File: config.mk
export PLATFORM = sky130hd
export DESIGN_NAME = fcc_front
export DESIGN_NICKNAME = d
export VERILOG_FILES = /design/src/rtl/fcc_pkg.sv /design/src/rtl/fcc_front.sv
export SDC_FILE = /design/constraint.sdc
export NUM_CORES = 1
export LEC_CHECK = 0
export ABC_AREA = 1
export BUFFER_PORTS_ARGS = -buffer_cell sky130_fd_sc_hd__buf_2
export CORE_MARGIN = 2
export CORE_UTILIZATION = 45
export CTS_CLUSTER_DIAMETER = 80
export DETAILED_ROUTE_END_ITERATION = 7
export PLACE_DENSITY = 0.77
export REMOVE_ABC_BUFFERS = 1
export SLEW_MARGIN = 20
export SYNTH_ARGS = -nofsm -noshare
export SYNTH_HDL_FRONTEND = slang
export SYNTH_SLANG_ARGS = --single-unit
File: constraint.sdc
create_clock -name clk_i -period 4.75 [get_ports clk_i]
set_input_delay 0.95 -clock clk_i [delete_from_list [all_inputs] [get_ports clk_i]]
set_output_delay 0.95 -clock clk_i [all_outputs]
set_load 0.05 [all_outputs]
File: src/rtl/fcc_pkg.sv
package fcc_pkg;

  localparam int ROW_W   = 10;
  localparam int SIDE_W  = 11;
  localparam int TIDX_W  = 12;
  localparam int RGBA_W  = 32;
  localparam int PIX_W   = 20;
  localparam int CFG_W   = 32;
  localparam int CFGA_W  = 3;
  localparam int DVSR_W  = 10;
  localparam int DIST_W  = 34;
  localparam int LAT_W   = 23;
  localparam int SHQ_W   = 17;
  localparam int FRAC_W  = 30;
  localparam int RHEAD_W = 13;

  localparam logic [DIST_W-1:0] SHADE_SAT_DIST = DIST_W'(2949120);
  localparam logic [SHQ_W-1:0]  SHADE_ONE      = SHQ_W'(65536);

  typedef enum logic [CFGA_W-1:0] {
    CFG_WIDTH  = 3'd0,
    CFG_HEIGHT = 3'd1,
    CFG_VX     = 3'd2,
    CFG_VY     = 3'd3,
    CFG_COS    = 3'd4,
    CFG_SIN    = 3'd5
  } cfg_reg_e;

  typedef struct packed {
    logic [SIDE_W-1:0] width;
    logic [SIDE_W-1:0] height;
    logic [31:0]       vx;
    logic [31:0]       vy;
    logic [15:0]       vcos;
    logic [15:0]       vsin;
  } cfg_t;

  typedef struct packed {
    logic              wr;
    logic              sel;
    logic [TIDX_W-1:0] tidx;
    logic [RGBA_W-1:0] tdata;
    logic [ROW_W-1:0]  row;
    logic [ROW_W-1:0]  col;
    logic              bad;
    logic              hz;
    logic [DVSR_W-1:0] dvsr;
  } item_t;

  typedef struct packed {
    logic [PIX_W-1:0]  fidx;
    logic [PIX_W-1:0]  cidx;
    logic [RGBA_W-1:0] frgba;
    logic [RGBA_W-1:0] crgba;
    logic              bad;
  } res_t;

  typedef struct packed {
    logic adv;
  } back_sts_t;

  // scale RGB by a Q1.16 factor, keep alpha
  function automatic logic [RGBA_W-1:0] shade_rgba(input logic [RGBA_W-1:0] rgba,
                                                   input logic [SHQ_W-1:0] shade);
    logic [24:0]       p;
    logic [RGBA_W-1:0] res;
    res = rgba;
    for (int s = 1; s < 4; s++) begin
      p = rgba[8*s +: 8] * shade;
      res[8*s +: 8] = p[23:16];
    end
    return res;
  endfunction

endpackage

File: src/rtl/fcc_front.sv
module fcc_front (
  input  logic                         clk_i,
  input  logic                         rst_ni,
  input  fcc_pkg::cfg_t                cfg_i,
  input  logic                         push,
  output logic                         full,
  input  logic                         action_i,
  input  logic [fcc_pkg::ROW_W-1:0]    row_i,
  input  logic [fcc_pkg::ROW_W-1:0]    column_i,
  input  logic                         texture_select_i,
  input  logic [fcc_pkg::TIDX_W-1:0]   texel_index_i,
  input  logic [fcc_pkg::RGBA_W-1:0]   texel_rgba_i,
  output fcc_pkg::item_t               head_o,
  output logic                         head_valid_o,
  input  logic                         take_i
);

  fcc_pkg::item_t    it;
  fcc_pkg::item_t    fq_q [2];
  logic [1:0]        cnt_q;
  logic              wp_q, rp_q;
  logic              do_push;
  logic signed [11:0] dd;

  always_comb begin
    dd       = $signed({1'b0, row_i, 1'b0}) - $signed({1'b0, cfg_i.height});
    it.wr    = !action_i;
    it.sel   = texture_select_i;
    it.tidx  = texel_index_i;
    it.tdata = texel_rgba_i;
    it.row   = row_i;
    it.col   = column_i;
    it.bad   = ({1'b0, column_i} >= cfg_i.width) ||
               ({1'b0, row_i} < (cfg_i.height >> 1)) ||
               ({1'b0, row_i} >= cfg_i.height);
    it.hz    = dd[11] || (dd == '0);
    // horizon row divides by one, result is masked later
    it.dvsr  = it.hz ? fcc_pkg::DVSR_W'(1) : dd[fcc_pkg::DVSR_W-1:0];
  end

  assign full         = (cnt_q == 2'd2);
  assign do_push      = push && !full;
  assign head_valid_o = (cnt_q != 2'd0);
  assign head_o       = fq_q[rp_q];

  always_ff @(posedge clk_i or negedge rst_ni) begin
    if (!rst_ni) begin
      cnt_q <= '0;
      wp_q  <= 1'b0;
      rp_q  <= 1'b0;
    end else begin
      if (do_push) wp_q <= !wp_q;
      if (take_i)  rp_q <= !rp_q;
      cnt_q <= cnt_q + {1'b0, do_push} - {1'b0, take_i};
    end
  end

  always_ff @(posedge clk_i) begin
    if (do_push) fq_q[wp_q] <= it;
  end

endmodule

==> summary.txt <==
Outcome
  – Status: completed

Critical path
  – CP Launch Type: flip-flop
  – Critical Path End Type: output port
  – Reg2reg end: fq_q[1][14]$_DFFE_PP_
  – Reg2Reg Setup Slack: 2.43 ns
  – R2R depth: 4
  – Setup CP Type: flip-flop to output port
  – CP max FO: 57
  – CP required: 3.80 ns
  – Data arrival time of the worst path: 2.03 ns
  – Origin of the critical flop-to-flop path: cnt_q[1]$_DFF_PN0_

Global routing
  – Vias in the first global route: 4619
  – Met1 Track Usage GR: 0.216
  – Antenna violations before repair: 0
  – Gr usage total: 0.174
  – Met2 usage: 0.293
  – First-pass GRT wire length: 22300 um
  – Met3 global-route usage: 0.0495
  – Grt peak-use layer: met2
  – Gr ovfl total: 0
  – Pin count of the biggest net entering global routing: 80

Clocking
  – Total CTS buffers: 17
  – Clk sinks: 160
  – Worst skew pair latency: 0.41 ns
  – CTS Buffer Depth: 2
  – Root Buffer: clkbuf_16
  – Post_cts resized: 0
  – CTS tree: done
  – Worst-path clk slew: 0.07 ns
  – Htree depth: 4
  – Post-CTS Setup Bufs: 0
  – Hold-fix buffers, CTS: 0

Cells and area
  – Most frequent cells in the layout: buf_2 (171), edfxtp_1 (156), mux2_2 (78)
  – Fin nets: 907
  – Fin cells: 908
  – Commonest non-fill, non-tap cell in the layout: buf_2
  – Diode count: 0
  – Layout cells sized above 1: 0.418
  – Area Overhead vs Synth: 25.2%

Power and ir drop
  – Static Leak: 3.72 nW
  – Worst vdd ir: 0.284 mV
  – Power density over cell area: 660 mW/mm^2

Yosys
  – Synthesized area per cell: 14.2 um^2
  – Post-Syn Instances: 500
  – Ranking of synthesized cells by area: edfxtp_1 (66%), mux2_2 (12%), ha_1 (6.0%)
  – Yosys warning count: 0
  – Post-synthesis sequential area ratio: 0.674
  – Post-synth top area share: 0.660
  – Synthesized flop and latch total: 160
  – Mapped Area: 0.00710 mm^2
  – Synth area leader: edfxtp_1
  – Cell variety after synth: 25

Die
  – Core Box Area: 0.0153 mm^2
  – Die Y: 130 um
  – Die area: 0.0168 mm^2
  – DIE WIDTH: 130 um
  – Cell Rows: 45
  – Initial core utilization: 0.464
  – I/O pin count: 268

Timing
  – Slew Limit Fails: 0
  – Worst Max-Slew Pin Slew: 0.957 ns
  – Setup Viol. Count Final: 0
  – Setup ws final: 1.77 ns
  – RSZ-0062 raised after global routing: no
  – Final hold vios: 0
  – Relative slew slack: 0.355
  – Fin crit share: 0.627
  – Clock skew: 0.00685 ns
  – Fmax achieved: 336 MHz
  – Period minus WS final: 2.98 ns

Detailed routing
  – ANT nets after route: 0
  – DRC errors left: 0
  – Vias after detailed routing: 4454
  – Routed WL: 14400 um
  – Routed wire length per instance: 15.8 um
  – Pre-antenna DRT Iters: 7
  – Via density: 4.91
  – DRT iter0 DRCs: 225

Placed design
  – GPL Wtd Cong: 0.859
  – Port Buffer Count: 171
  – Post-DP HPWL: 10100 um
  – Placed Cells: 875
  – Setup WS pre-CTS: 1.80 ns

Min path
  – Hold Path Class: input pin to async pin

Flow run
  – Total of max-cap violations: 0
-- cell families after synthesis --
kind of cell | after synthesis | share of synthesized area
DFF | 160 | 0.674
and+or+nand+nor | 130 | 0.0782
muxes | 78 | 0.124
buffers and inverters | 68 | 0.0373
adders and majority gates | 35 | 0.0627
AOI/OAI and AO/OA | 25 | 0.0194
xor gates and xnor gates | 4 | 0.00493
-- layout make-up --
| type | count | area [um^2] |
|---|---|---|
| Clock inverter | 15 | 199 |
| Clock buffer | 17 | 425 |
| Multi-Input combinational cell | 272 | 2070 |
| Fill cell | 1267 | 6430 |
| Sequential cell | 160 | 4790 |
| Tap cell | 211 | 264 |
| Inverter | 59 | 221 |
| Timing Repair Buffer | 174 | 923 |
-- worst max-delay path, stage by stage (launching register included) --
cell,delay (ns)
dfrtp_4,0.64
buf_16,0.31
mux2_2,0.39
buf_2,0.21
-- per-layer routing --
metal	up-vias	wire, um
met5	-	0
met3	20	1140
li1	2159	-
met4	0	225
met1	2105	6220
met2	170	6790
-- worst max-delay path by stage --
stage | slack, ns | cells past startpoint | from | to
floorplan | -0.17 | 2 | push | fq_q[0][0]$_DFFE_PP_
global placement | 1.89 | 15 | cfg_i[96] | fq_q[0][8]$_DFFE_PP_
detailed placement | 1.80 | 4 | push | fq_q[1][63]$_DFFE_PP_
CTS | 1.52 | 2 | rp_q$_DFFE_PN0P_ | head_o[9]
global route | 1.67 | 3 | rp_q$_DFFE_PN0P_ | head_o[75]
finish | 1.77 | 3 | rp_q$_DFFE_PN0P_ | head_o[58]
-- stage by stage --
stage / cell area, um^2 / hold slack (ns) / power, mW / util / setup TNS [ns]
5_1_grt: 8890 / 0.311 / 6.13 / 0.580 / 0
3_5_place_dp: 8240 / 0.530 / 4.48 / 0.538 / 0
3_3_place_gp: 8240 / 0.528 / 4.43 / 0.538 / 0
2_1_floorplan: 7060 / 0.509 / 3.94 / - / -26.99
6_report: 8890 / 0.331 / 5.87 / 0.580 / 0
4_1_cts: 8860 / 0.312 / 5.90 / 0.579 / 0
-- sequential cells by signal, indices dropped and copies added, names as in the netlist --
name	flops
cnt_q	2
fq_q	156
rp_q	1
wp_q	1
-- power by group --
group | total (mW) | internal [mW] | switching (mW)
sequential | 2.05 | 1.94 | 0.112
combinational | 2.40 | 0.663 | 1.74
clock | 1.41 | 0.845 | 0.567
total | 5.87 | 3.45 | 2.42
-- Yosys cell counts --
master     count
o21ai_0        6
nor2_1        31
fa_1           1
nor3_1         4
o21bai_1       2
inv_1         59
nand3_2        1
nand4_1        4
nand3b_1       1
xnor2_1        1
xor2_1         3
or2_2          1
buf_2          8
ha_1          34
nand2_4        1
dfrtp_1        4
nand2_2        1
o2111ai_1      2
nand3_1       22
nand2_1       63
clkbuf_1       1
a21oi_1       15
nor2_2         1
mux2_2        78
edfxtp_1     156
No activity file was read; power rests on OpenSTA's default activity.
